### src/rtl/pfe_pkg.sv
// types, constants and helpers of the postfix expression evaluator
`default_nettype none

package pfe_pkg;

	localparam int DATA_W      = 32;
	localparam int DIGIT_W     = 4;
	localparam int SYMBOL_W    = 8;
	localparam int STACK_DEPTH = 16;
	localparam int STACK_AW    = $clog2(STACK_DEPTH);
	localparam int STACK_CW    = $clog2(STACK_DEPTH + 1);
	localparam int QUEUE_DEPTH = 2;
	localparam int QUEUE_AW    = $clog2(QUEUE_DEPTH);
	localparam int QUEUE_CW    = $clog2(QUEUE_DEPTH + 1);

	localparam logic [SYMBOL_W-1:0] CH_ZERO  = 8'h30;
	localparam logic [SYMBOL_W-1:0] CH_NINE  = 8'h39;
	localparam logic [SYMBOL_W-1:0] CH_PLUS  = 8'h2b;
	localparam logic [SYMBOL_W-1:0] CH_MINUS = 8'h2d;
	localparam logic [SYMBOL_W-1:0] CH_STAR  = 8'h2a;
	localparam logic [SYMBOL_W-1:0] CH_SLASH = 8'h2f;

	typedef enum logic [1:0] {
		ST_OK        = 2'd0,
		ST_UNDERFLOW = 2'd1,
		ST_OVERFLOW  = 2'd2,
		ST_DIVZERO   = 2'd3
	} status_t;

	typedef enum logic [2:0] {
		OP_NOP   = 3'd0,
		OP_DIGIT = 3'd1,
		OP_ADD   = 3'd2,
		OP_SUB   = 3'd3,
		OP_MUL   = 3'd4,
		OP_DIV   = 3'd5
	} op_t;

	typedef struct packed {
		logic [SYMBOL_W-1:0] symbol;
		logic                end_of_expression;
	} in_word_t;

	typedef struct packed {
		logic signed [DATA_W-1:0] result_value;
		status_t                  status;
	} out_word_t;

	typedef struct packed {
		op_t                op;
		logic [DIGIT_W-1:0] digit;
		logic               last;
	} cmd_t;

	function automatic status_t note_error(input status_t cur, input status_t code);
		return (cur == ST_OK) ? code : cur;
	endfunction

endpackage

`default_nettype wire

### src/rtl/pfe_ram.sv
// generic single write port, single read port ram with registered read
`default_nettype none

module pfe_ram #(
	parameter int WIDTH = 32,
	parameter int DEPTH = 16
) (
	input  wire logic                     clk,
	input  wire logic                     wr_en,
	input  wire logic [$clog2(DEPTH)-1:0] wr_addr,
	input  wire logic [WIDTH-1:0]         wr_data,
	input  wire logic                     rd_en,
	input  wire logic [$clog2(DEPTH)-1:0] rd_addr,
	output logic      [WIDTH-1:0]         rd_data
);

	logic [WIDTH-1:0] mem_q [DEPTH];

	always_ff @(posedge clk) begin
		if (wr_en) begin
			mem_q[wr_addr] <= wr_data;
		end
		if (rd_en) begin
			rd_data <= mem_q[rd_addr];
		end
	end

endmodule

`default_nettype wire

### src/rtl/pfe_front.sv
// front end: symbol classification and the command queue
`default_nettype none

module pfe_front import pfe_pkg::*; (
	input  wire logic     clk,
	input  wire logic     arst_n,
	input  wire logic     push,
	output logic          full,
	input  wire in_word_t item,
	output logic          cmd_valid,
	output cmd_t          cmd,
	input  wire logic     cmd_pop
);

	cmd_t                entries_q [QUEUE_DEPTH];
	logic [QUEUE_AW-1:0] wr_ptr_q;
	logic [QUEUE_AW-1:0] rd_ptr_q;
	logic [QUEUE_CW-1:0] count_q;
	cmd_t                cls;
	logic                push_ok;
	logic                pop_ok;
	logic [SYMBOL_W-1:0] offset;

	assign full      = (count_q == QUEUE_CW'(QUEUE_DEPTH));
	assign cmd_valid = (count_q != '0);
	assign cmd       = entries_q[rd_ptr_q];
	assign push_ok   = push && !full;
	assign pop_ok    = cmd_pop && cmd_valid;
	assign offset    = item.symbol - CH_ZERO;

	always_comb begin
		cls.digit = offset[DIGIT_W-1:0];
		cls.last  = item.end_of_expression;
		unique if (item.symbol >= CH_ZERO && item.symbol <= CH_NINE) begin
			cls.op = OP_DIGIT;
		end else if (item.symbol == CH_PLUS) begin
			cls.op = OP_ADD;
		end else if (item.symbol == CH_MINUS) begin
			cls.op = OP_SUB;
		end else if (item.symbol == CH_STAR) begin
			cls.op = OP_MUL;
		end else if (item.symbol == CH_SLASH) begin
			cls.op = OP_DIV;
		end else begin
			cls.op = OP_NOP;
		end
	end

	always_ff @(posedge clk) begin
		if (push_ok) begin
			entries_q[wr_ptr_q] <= cls;
		end
	end

	always_ff @(posedge clk or negedge arst_n) begin
		if (!arst_n) begin
			wr_ptr_q <= '0;
			rd_ptr_q <= '0;
			count_q  <= '0;
		end else begin
			if (push_ok) begin
				wr_ptr_q <= wr_ptr_q + QUEUE_AW'(1);
			end
			if (pop_ok) begin
				rd_ptr_q <= rd_ptr_q + QUEUE_AW'(1);
			end
			if (push_ok && !pop_ok) begin
				count_q <= count_q + QUEUE_CW'(1);
			end else if (pop_ok && !push_ok) begin
				count_q <= count_q - QUEUE_CW'(1);
			end
		end
	end

endmodule

`default_nettype wire

### src/rtl/pfe_div.sv
// iterative signed divider, one quotient bit per cycle, truncating toward zero
`default_nettype none

module pfe_div import pfe_pkg::*; (
	input  wire logic              clk,
	input  wire logic              arst_n,
	input  wire logic              start,
	input  wire logic [DATA_W-1:0] dividend,
	input  wire logic [DATA_W-1:0] divisor,
	output logic                   done,
	output logic      [DATA_W-1:0] quotient
);

	localparam int STEP_W = $clog2(DATA_W);

	typedef enum logic [2:0] {
		DV_IDLE = 3'b001,
		DV_RUN  = 3'b010,
		DV_FIX  = 3'b100
	} div_state_t;

	div_state_t        state_q;
	logic              done_q;
	logic [STEP_W-1:0] step_q;
	logic [DATA_W-1:0] num_q;
	logic [DATA_W-1:0] den_q;
	logic [DATA_W-1:0] rem_q;
	logic [DATA_W-1:0] quo_q;
	logic              neg_q;
	logic [DATA_W:0]   rem_sh;
	logic [DATA_W:0]   diff;
	logic              ge;
	logic [DATA_W-1:0] mag_a;
	logic [DATA_W-1:0] mag_b;

	assign rem_sh   = {rem_q, num_q[DATA_W-1]};
	assign ge       = (rem_sh >= {1'b0, den_q});
	assign diff     = rem_sh - {1'b0, den_q};
	assign mag_a    = dividend[DATA_W-1] ? (~dividend + DATA_W'(1)) : dividend;
	assign mag_b    = divisor[DATA_W-1] ? (~divisor + DATA_W'(1)) : divisor;
	assign done     = done_q;
	assign quotient = quo_q;

	always_ff @(posedge clk or negedge arst_n) begin
		if (!arst_n) begin
			state_q <= DV_IDLE;
			done_q  <= 1'b0;
			step_q  <= '0;
		end else begin
			done_q <= 1'b0;
			unique case (state_q)
				DV_IDLE: begin
					if (start) begin
						step_q  <= '0;
						state_q <= DV_RUN;
					end
				end
				DV_RUN: begin
					step_q <= step_q + STEP_W'(1);
					if (step_q == STEP_W'(DATA_W - 1)) begin
						state_q <= DV_FIX;
					end
				end
				DV_FIX: begin
					done_q  <= 1'b1;
					state_q <= DV_IDLE;
				end
				default: state_q <= DV_IDLE;
			endcase
		end
	end

	always_ff @(posedge clk) begin
		if (state_q == DV_IDLE && start) begin
			num_q <= mag_a;
			den_q <= mag_b;
			rem_q <= '0;
			neg_q <= dividend[DATA_W-1] ^ divisor[DATA_W-1];
		end else if (state_q == DV_RUN) begin
			rem_q <= ge ? diff[DATA_W-1:0] : rem_sh[DATA_W-1:0];
			num_q <= {num_q[DATA_W-2:0], ge};
		end
		if (state_q == DV_FIX) begin
			quo_q <= neg_q ? (~num_q + DATA_W'(1)) : num_q;
		end
	end

endmodule

`default_nettype wire

### src/rtl/pfe_back.sv
// back end: operand stack, arithmetic sequencer and result register
`default_nettype none

module pfe_back import pfe_pkg::*; (
	input  wire logic  clk,
	input  wire logic  arst_n,
	input  wire logic  cmd_valid,
	input  wire cmd_t  cmd,
	output logic       cmd_pop,
	input  wire logic  pop,
	output logic       empty,
	output out_word_t  result
);

	typedef enum logic [6:0] {
		BK_IDLE = 7'b0000001,
		BK_RHS  = 7'b0000010,
		BK_LHS  = 7'b0000100,
		BK_DIV  = 7'b0001000,
		BK_WB   = 7'b0010000,
		BK_FIN  = 7'b0100000,
		BK_EMIT = 7'b1000000
	} back_state_t;

	back_state_t         state_q;
	back_state_t         state_d;
	back_state_t         after;
	cmd_t                cmd_q;
	logic [STACK_CW-1:0] cnt_q;
	logic [STACK_CW-1:0] cnt_d;
	logic [STACK_CW-1:0] cnt_m1;
	logic [STACK_CW-1:0] cnt_m2;
	status_t             err_q;
	status_t             err_d;
	logic [DATA_W-1:0]   rhs_q;
	logic [DATA_W-1:0]   res_q;
	logic                wr_en;
	logic [STACK_AW-1:0] wr_addr;
	logic [DATA_W-1:0]   wr_data;
	logic                rd_en;
	logic [STACK_AW-1:0] rd_addr;
	logic [DATA_W-1:0]   rd_data;
	logic                div_start;
	logic                div_done;
	logic [DATA_W-1:0]   div_quo;
	logic                out_valid_q;
	out_word_t           out_q;
	logic                out_load;
	logic                out_free;

	assign cnt_m1   = cnt_q - STACK_CW'(1);
	assign cnt_m2   = cnt_q - STACK_CW'(2);
	assign after    = cmd_q.last ? BK_FIN : BK_IDLE;
	assign out_free = !out_valid_q || pop;
	assign empty    = !out_valid_q;
	assign result   = out_q;

	pfe_ram #(
		.WIDTH(DATA_W),
		.DEPTH(STACK_DEPTH)
	) u_stack (
		.clk    (clk),
		.wr_en  (wr_en),
		.wr_addr(wr_addr),
		.wr_data(wr_data),
		.rd_en  (rd_en),
		.rd_addr(rd_addr),
		.rd_data(rd_data)
	);

	pfe_div u_div (
		.clk     (clk),
		.arst_n  (arst_n),
		.start   (div_start),
		.dividend(rd_data),
		.divisor (rhs_q),
		.done    (div_done),
		.quotient(div_quo)
	);

	always_comb begin
		state_d   = state_q;
		cnt_d     = cnt_q;
		err_d     = err_q;
		cmd_pop   = 1'b0;
		wr_en     = 1'b0;
		wr_addr   = cnt_m2[STACK_AW-1:0];
		wr_data   = res_q;
		rd_en     = 1'b0;
		rd_addr   = cnt_m1[STACK_AW-1:0];
		div_start = 1'b0;
		out_load  = 1'b0;
		unique case (state_q)
			BK_IDLE: begin
				if (cmd_valid) begin
					cmd_pop = 1'b1;
					state_d = cmd.last ? BK_FIN : BK_IDLE;
					unique case (cmd.op)
						OP_DIGIT: begin
							if (cnt_q == STACK_CW'(STACK_DEPTH)) begin
								err_d = note_error(err_q, ST_OVERFLOW);
							end else begin
								wr_en   = 1'b1;
								wr_addr = cnt_q[STACK_AW-1:0];
								wr_data = {{(DATA_W - DIGIT_W){1'b0}}, cmd.digit};
								cnt_d   = cnt_q + STACK_CW'(1);
							end
						end
						OP_ADD, OP_SUB, OP_MUL, OP_DIV: begin
							if (cnt_q < STACK_CW'(2)) begin
								err_d = note_error(err_q, ST_UNDERFLOW);
							end else begin
								rd_en   = 1'b1;
								state_d = BK_RHS;
							end
						end
						default: ;
					endcase
				end
			end
			BK_RHS: begin
				rd_en   = 1'b1;
				rd_addr = cnt_m2[STACK_AW-1:0];
				state_d = BK_LHS;
			end
			BK_LHS: begin
				if (cmd_q.op == OP_DIV) begin
					if (rhs_q == '0) begin
						err_d   = note_error(err_q, ST_DIVZERO);
						cnt_d   = cnt_m2;
						state_d = after;
					end else begin
						div_start = 1'b1;
						state_d   = BK_DIV;
					end
				end else begin
					state_d = BK_WB;
				end
			end
			BK_DIV: begin
				if (div_done) begin
					state_d = BK_WB;
				end
			end
			BK_WB: begin
				wr_en   = 1'b1;
				cnt_d   = cnt_m1;
				state_d = after;
			end
			BK_FIN: begin
				rd_en   = 1'b1;
				state_d = BK_EMIT;
			end
			BK_EMIT: begin
				if (out_free) begin
					out_load = 1'b1;
					cnt_d    = '0;
					err_d    = ST_OK;
					state_d  = BK_IDLE;
				end
			end
			default: state_d = BK_IDLE;
		endcase
	end

	always_ff @(posedge clk or negedge arst_n) begin
		if (!arst_n) begin
			state_q     <= BK_IDLE;
			cnt_q       <= '0;
			err_q       <= ST_OK;
			out_valid_q <= 1'b0;
		end else begin
			state_q <= state_d;
			cnt_q   <= cnt_d;
			err_q   <= err_d;
			if (out_load) begin
				out_valid_q <= 1'b1;
			end else if (pop) begin
				out_valid_q <= 1'b0;
			end
		end
	end

	always_ff @(posedge clk) begin
		if (cmd_pop) begin
			cmd_q <= cmd;
		end
		if (state_q == BK_RHS) begin
			rhs_q <= rd_data;
		end
		if (state_q == BK_LHS) begin
			unique case (cmd_q.op)
				OP_ADD:  res_q <= rd_data + rhs_q;
				OP_SUB:  res_q <= rd_data - rhs_q;
				OP_MUL:  res_q <= rd_data * rhs_q;
				default: res_q <= res_q;
			endcase
		end else if (state_q == BK_DIV && div_done) begin
			res_q <= div_quo;
		end
		if (out_load) begin
			out_q.result_value <= (cnt_q == '0) ? '0 : $signed(rd_data);
			out_q.status       <= err_q;
		end
	end

endmodule

`default_nettype wire

### src/rtl/postfix_expression_evaluator.sv
// top level of the postfix expression evaluator
//
// Evaluates postfix expressions one ASCII character per word: a digit pushes its value on a
// 16-entry stack, + - * / pop two operands and push the 32-bit signed result (wrapping,
// division truncating toward zero), other characters are ignored. A word marked
// end_of_expression yields one result word with the top of stack (0 if empty) and the first
// error of the expression, then clears the stack. Input words go through a two-word queue,
// so a few may be taken while the back end works. The back end takes a digit or ignored
// character directly; + - and * read the right then the left operand from the single-read-port
// stack memory, one after the other, then compute and write back, and / instead starts the
// bit-serial divider, which makes one quotient bit per cycle, and waits for it; an end-marked
// word then reads the top of stack and waits for the result register to be free.
`default_nettype none

module postfix_expression_evaluator import pfe_pkg::*; (
	input  wire logic     clk,
	input  wire logic     arst_n,
	input  wire logic     push,
	output logic          full,
	input  wire in_word_t item,
	output logic          empty,
	input  wire logic     pop,
	output out_word_t     result
);

	logic cmd_valid;
	cmd_t cmd;
	logic cmd_pop;

	pfe_front u_front (
		.clk      (clk),
		.arst_n   (arst_n),
		.push     (push),
		.full     (full),
		.item     (item),
		.cmd_valid(cmd_valid),
		.cmd      (cmd),
		.cmd_pop  (cmd_pop)
	);

	pfe_back u_back (
		.clk      (clk),
		.arst_n   (arst_n),
		.cmd_valid(cmd_valid),
		.cmd      (cmd),
		.cmd_pop  (cmd_pop),
		.pop      (pop),
		.empty    (empty),
		.result   (result)
	);

endmodule

`default_nettype wire

### config.mk
export PLATFORM = sky130hd
export DESIGN_NAME = postfix_expression_evaluator
export DESIGN_NICKNAME = d
export VERILOG_FILES = /design/src/rtl/pfe_pkg.sv /design/src/rtl/pfe_ram.sv /design/src/rtl/pfe_front.sv /design/src/rtl/pfe_div.sv /design/src/rtl/pfe_back.sv /design/src/rtl/postfix_expression_evaluator.sv
export SDC_FILE = /design/constraint.sdc
export NUM_CORES = 2
export LEC_CHECK = 0
export BUFFER_PORTS_ARGS = -buffer_cell sky130_fd_sc_hd__buf_2
export CAP_MARGIN = 10
export CORE_MARGIN = 8
export CORE_UTILIZATION = 39
export DETAILED_ROUTE_END_ITERATION = 8
export REMOVE_ABC_BUFFERS = 1
export SLEW_MARGIN = 20
export SYNTH_ARGS = -nofsm -noshare
export SYNTH_HDL_FRONTEND = slang
export SYNTH_SLANG_ARGS = --single-unit
### constraint.sdc
create_clock -name clk -period 8.37 [get_ports clk]
set_input_delay 0 -clock clk [delete_from_list [all_inputs] [get_ports clk]]
set_output_delay 0 -clock clk [all_outputs]
set_load 0.02 [all_outputs]
Yosys cells after proc, flatten, opt, wreduce, memory -nomap -nowiden
Memories as Yosys holds them, arrays and structs flattened. A register that Yosys moved wholly into a read port is not among the register bits.
Index checks and enable logic that the tools add are counted.
Widths: inputs -> output; s select.
{ "totals": {"ff_bits": 259, "elab_cells": 201, "n_memories": 2, "latch_bits": 0, "out_inout_bits": 36, "ram_bits": 528, "romBits": 0} }
{ "classes": {"muxes": 80, "add_sub_neg": 15, "n_mul": 1, "n_eq_ne": 42, "div_mod_pow": 0, "n_shift": 0, "bitwise_logic": 4, "reduce_logical": 31, "order_cmp": 4} }
{ "memory_table": {"columns": ["memory", "words", "width", "read_ports", "rd_clocked_by_memory_dff", "wr", "line_no", "text"], "rows": [
  ["u_back.u_stack.mem_q", 16, 32, 1, 1, 1, "pfe_ram.sv:17", "logic [WIDTH-1:0] mem_q [DEPTH];"],
  ["u_front.entries_q", 2, 8, 1, 0, 1, "pfe_front.sv:15", "cmd_t entries_q [QUEUE_DEPTH];"]
]} }
{ "op_table": {"columns": ["cell", "n"], "rows": [
  ["$mux 32", 11],
  ["$add 32x1->32 const B", 3],
  ["$not 32->32", 3],
  ["$pmux 32 s3", 1],
  ["$sub 32x32->32", 2],
  ["$mux 7", 7],
  ["$pmux 7 s7", 1],
  ["$mux 5", 7],
  ["$ge 33x32->1", 1],
  ["$add 32x32->32", 1],
  ["$eq 8x6->1 const B", 4],
  ["$logic_not 32->1", 1],
  ["$mul 32x32->32", 1],
  ["$mux 31", 1],
  ["$mux 2", 11],
  ["$mux 3", 7],
  ["$mux 1", 20],
  ["$mux 4", 5],
  ["$pmux 5 s4", 1],
  ["$eq 3x2->1 const B", 5],
  ["$eq 3x3->1 const B", 5],
  ["$mux 6", 2],
  ["$ne 2x2->1 const B", 6],
  ["$ne 3x2->1 const B", 4],
  ["43 further kinds", 67]
]} }

Longest topological paths before layout
{ "logic_depth": {"depth_word": 7, "mapped_depth": 27, "depth_no_buf": 25} }

Cells and area by module
Synthesis repeated with hierarchy kept, for this count alone.
{ "hier_totals": {"cells_unflattened": 4440, "hier_area_um2": 53430.0} }
{ "modules_own_cells": {"columns": ["mod", "area_each_um2", "instances", "seq_area_each_um2", "cells_each"], "rows": [
  ["pfe_back", 23573.9, 1, 3439.5, 2598],
  ["pfe_ram", 20155.6, 1, 16335.7, 838],
  ["pfe_div", 8853.5, 1, 3779.9, 950],
  ["pfe_front", 847.1, 1, 580.6, 54]
]} }

Least setup slack after synthesis
Ideal clock, no wire load.
{ "synth_timing": {"path_type": "flip-flop to flip-flop", "startpoint": "register u_back.rhs_q[8]", "endpoint": "register u_back.res_q[30] (data pin)", "path_stages_with_launch": 24, "path_buffers": 3, "arrival_ps": 6824, "slack_ps": 1290, "setup_ps": 256, "required_ps": 8114, "path_cell_list": "edfxtp_1 -> clkbuf_1 -> buf_1 -> nand2_1 -> fa_1 -> fa_1 -> fa_1 -> inv_1 -> fa_1 -> fa_1 -> fa_1 -> fa_1 -> fa_1 -> ha_1 -> clkbuf_1 -> a21o_1 -> a21o_1 -> a21oi_1 -> o21ai_0 -> or3_1 -> o31ai_1 -> xor2_1 -> o21ai_1 -> o22a_1"} }
{ "synth_between": {"elab_chain_len": 3, "elab_cells_between_ends": 5, "classes_between": "add/sub (2); mul (1); mux (2)"} }
{ "synth_rtl": {"columns": ["item", "line_no", "text"], "rows": [
  ["from (decl)", "pfe_back.sv:35", "logic [DATA_W-1:0] rhs_q;"],
  ["from (signal assigned)", "pfe_back.sv:189", "rhs_q <= rd_data;"],
  ["$mul 32x32->32 (tied with other cells)", "pfe_back.sv:195", "OP_MUL: res_q <= rd_data * rhs_q;"],
  ["$pmux 32 s3 *", "pfe_back.sv:192", "unique case (cmd_q.op)"],
  ["$mux 32 *", "pfe_back.sv:191", "if (state_q == BK_LHS) begin"],
  ["to (signal assigned)", "pfe_back.sv:193", "OP_ADD: res_q <= rd_data + rhs_q;"],
  ["to (signal assigned)", "pfe_back.sv:195", null],
  ["to (signal assigned)", "pfe_back.sv:196", "default: res_q <= res_q;"],
  ["to (decl)", "pfe_back.sv:36", "logic [DATA_W-1:0] res_q;"]
]} }
Every way passes the cells marked *; elsewhere a longest branch is shown, timed or not.
A chain may end at the register's enable or synchronous reset.

Worst setup path in the final report
{ "layout_timing": {"startpoint": "register u_back.u_stack.rd_data[5], read port of u_back.u_stack.mem_q", "endpoint": "register u_back.res_q[28] (data pin)"} }
{ "layout_between": {"elab_chain_len": 3, "elab_cells_between_ends": 5, "classes_between": "add/sub (2); mul (1); mux (2)"} }
{ "layout_rtl": {"columns": ["item", "line_no", "text"], "rows": [
  ["from (decl)", "pfe_ram.sv:14", "output logic [WIDTH-1:0] rd_data"],
  ["$mul 32x32->32 (tied with other cells)", "pfe_back.sv:195", null],
  ["$pmux 32 s3 *", "pfe_back.sv:192", null],
  ["$mux 32 *", "pfe_back.sv:191", null]
]} }
Marked as above.

==> impl_metrics.json <==
{
  "critPathArrivalTime_ns": 8.38,
  "mostFrequentLayoutCells": "759 x edfxtp_1, 441 x inv_1, 415 x nand2_1",
  "post_cts_buffers": 0,
  "ant_nets": 0,
  "fin_util": 0.436,
  "post_drt_wl_per_cell_microns": 23.1,
  "synth-xor-area-share": 0.0419,
  "drc_errors": 0,
  "grt_pass1_wl_mm": 219,
  "fin_crit_ns": 7.95,
  "routed_via_density": 5.42,
  "cap_violations": 0,
  "cp_max_fo": 18,
  "grtUsageTotal": 0.194,
  "clockRootBuffer": "clkbuf_16",
  "vias": 33900,
  "ys_types": 83,
  "final_common_cell": "edfxtp_1",
  "hold_viol": 0,
  "grt_pass1_vias": 34300,
  "fin_ws_ns": 0.416,
  "place_area_sq_mm": 0.0559,
  "fin_skew_ns": 0.0474,
  "synthArstFlopShare": 0.0342,
  "insertion_delay_ns": 0.68,
  "die_h_microns": 385,
  "cts_tree": "built",
  "synthFlopType": "edfxtp_1",
  "worstMarginPinSlew_ns": 1.15,
  "grt_max_degree": 129,
  "die_area_sq_mm": 0.148,
  "synthAdderAreaFrac": 0.201,
  "portBuffers": 48,
  "fmaxAchievable_ghz": 0.126,
  "design_area_sq_mm": 0.0591,
  "reg2reg_slack_ns": 0.42,
  "cts_buffers": 87,
  "rows": 135,
  "fillers": 12500,
  "clock_path_buffers": 3,
  "preCtsSetupSlack_ns": 0.543,
  "coreArea_sq_mm": 0.135,
  "io_pins": 49,
  "synth-edff-count": 759,
  "dp_hpwl_mm": 98.8,
  "drtIter0Drc": 3016,
  "avgSynthCellArea_sq_um": 12.2,
  "regToRegEndpoint": "u_back.res_q[28]",
  "hold_path.class": "in -> async",
  "start_kind": "flop",
  "maxSlewViolCount": 0,
  "relSlewSlack": 0.228,
  "synth_compound_area_frac": 0.0686,
  "outcome": "finished clean",
  "setup_viol": 0,
  "grt_overflow_total": 0,
  "fin_cells": 6245,
  "drive_gt1_frac": 0.107,
  "critPathRequiredTime_ns": 8.80,
  "drt-total-wl_mm": 144,
  "yosys_register_bits": 819,
  "placed_cells": 6066,
  "clkTransAtPathRegs_ns": 0.07,
  "ys_warn_count": 0,
  "synth_top_family_by_area": "adder cells",
  "postSynthCellCount": 4359,
  "synthMuxAreaShare": 0.0683,
  "h-tree-depth": 3,
  "die_w_microns": 385,
  "finalCritPeriodShare": 0.950,
  "rsz0062_at_grt": "false",
  "gp_congestion": 0.903,
  "syn_to_final_growth_pct": 11.1,
  "initial_core_util": 0.393,
  "synth-seq-area-share": 0.454,
  "path_class": "reg -> reg",
  "timing.rr.start": "u_back.u_stack.rd_data[5]",
  "nets": 5012,
  "grt_antenna_before_repair": 8,
  "rr_worst_depth": 21,
  "synthSimpleGateAreaFrac": 0.117,
  "cts.sink_count": 819,
  "end_kind": "flop",
  "first_pass_iters": 6,
  "netlist_area_sq_mm": 0.0532
}
-- routing by layer --
metal,global-route usage,up-vias,share of wire
met5,0,-,0.000090
met4,0.0577,2,0.029
met3,0.0292,205,0.063
met2,0.315,1064,0.47
met1,0.271,17400,0.43
li1,-,15100,-
-- Yosys cell counts, types with 7 or more instances --
cell type | number | area share
a211oi_1 | 46 | 0.0065
a21o_1 | 29 | 0.0041
a21oi_1 | 135 | 0.013
a31oi_1 | 14 | 0.0016
and2_1 | 345 | 0.041
and3_1 | 18 | 0.0021
buf_1 | 9 | 0.00064
buf_2 | 16 | 0.0015
clkbuf_1 | 215 | 0.015
dfrtp_1 | 26 | 0.012
dfxtp_1 | 32 | 0.012
edfxtp_1 | 759 | 0.43
fa_1 | 410 | 0.15
ha_1 | 199 | 0.047
inv_1 | 441 | 0.031
mux2i_1 | 66 | 0.012
mux4_2 | 128 | 0.054
nand2_1 | 415 | 0.029
nand2b_1 | 26 | 0.0031
nand3_1 | 48 | 0.0045
nand3b_1 | 12 | 0.0017
nand4_1 | 11 | 0.0013
nor2_1 | 126 | 0.0089
nor2b_1 | 82 | 0.0096
nor3_1 | 33 | 0.0031
nor3b_1 | 10 | 0.0014
nor4_1 | 14 | 0.0016
o2111ai_1 | 7 | 0.0012
o211ai_1 | 16 | 0.0023
o21a_1 | 23 | 0.0032
o21ai_0 | 100 | 0.0094
o21ai_1 | 85 | 0.0080
o31ai_1 | 39 | 0.0055
o41ai_1 | 15 | 0.0025
or2_1 | 7 | 0.00082
or2_2 | 7 | 0.00082
or3_1 | 26 | 0.0031
or4_1 | 18 | 0.0025
xnor2_1 | 166 | 0.027
xor2_1 | 86 | 0.014
-- critical path, stage by stage (launching register included) --
cell	delay (ns)
edfxtp_1	1.01
buf_4	0.37
nand2_1	0.10
fa_1	0.52
inv_1	0.05
fa_1	0.48
inv_1	0.06
fa_1	0.48
fa_1	0.55
inv_1	0.06
fa_1	0.45
fa_1	0.57
fa_1	0.45
fa_1	0.48
ha_1	0.38
nand2_1	0.10
nor3_1	0.37
nand3_1	0.15
nor3_1	0.41
nor3_1	0.15
xnor2_1	0.18
a221o_1	0.34
-- per-stage QoR --
stage,TNS [ns],hold slack [ns]
final,0,0.0408
after detailed placement,0,0.158
after global routing,0,0.0616
after CTS,0,0.0155
after floorplan,-242.82,-0.296
after global placement,0,0.170
-- worst max path at each step --
stage | to | startpoint | slack [ns]
detailed placement | u_back.res_q[28] | u_back.u_stack.rd_data[5] | 0.54
floorplan | u_back.u_stack.rd_data[0] | u_back.state_q[2] | -7.59
global route | u_back.res_q[28] | u_back.u_stack.rd_data[5] | 0.32
CTS | u_back.res_q[28] | u_back.u_stack.rd_data[5] | 0.52
finish | u_back.res_q[28] | u_back.u_stack.rd_data[5] | 0.42
global placement | u_back.res_q[28] | u_back.u_stack.rd_data[5] | 0.67
-- logic make-up (layout without fill, tap and decap cells) --
group                      after synthesis  count (layout)
AOI/OAI and AO/OA                      578             578
DFF                                    819             819
and+or+nand+nor                       1213            1213
buffers and inverters                  685             787
muxes                                  202             202
xor gates and xnor gates               253             253
adders and majority gates              609             609
other                                    0               3
-- area by class of cell --
type	count	area [sq um]	share of cell area
flip-flops and latches	819	24100	0.408
inverters	444	1670	0.0282
well taps	1781	2230	0.0377
multi-input cells	2855	26700	0.452
repair buffers	183	1360	0.0231
clock inverters	51	684	0.0116
clock buffers	109	2310	0.0391
diodes	3	7.51	0.000127
-- sequential cells by signal, indices dropped and copies added (netlist names), 2 cells and up --
register / flops
u_back.u_stack.mem_q: 512
u_back.result: 34
u_back.res_q: 32
u_back.rhs_q: 32
u_back.u_div.den_q: 32
u_back.u_div.num_q: 32
u_back.u_div.quotient: 32
u_back.u_div.rem_q: 32
u_back.u_stack.rd_data: 32
u_front.entries_q: 16
u_back.state_q: 7
u_back.cnt_q: 5
u_back.u_div.step_q: 5
u_back.cmd_q: 4
u_back.u_div.state_q: 3
u_back.err_q: 2
u_front.count_q: 2
-- timing repair --
item | 4_1_cts | 5_1_grt
hold buffers | 12 | 0
gates resized for setup | 0 | 0
endpoints found under the hold margin | 66 | 0
Power is not shown: default switching activity piles up to over one toggle a cycle in this logic, so the estimate is an artifact.
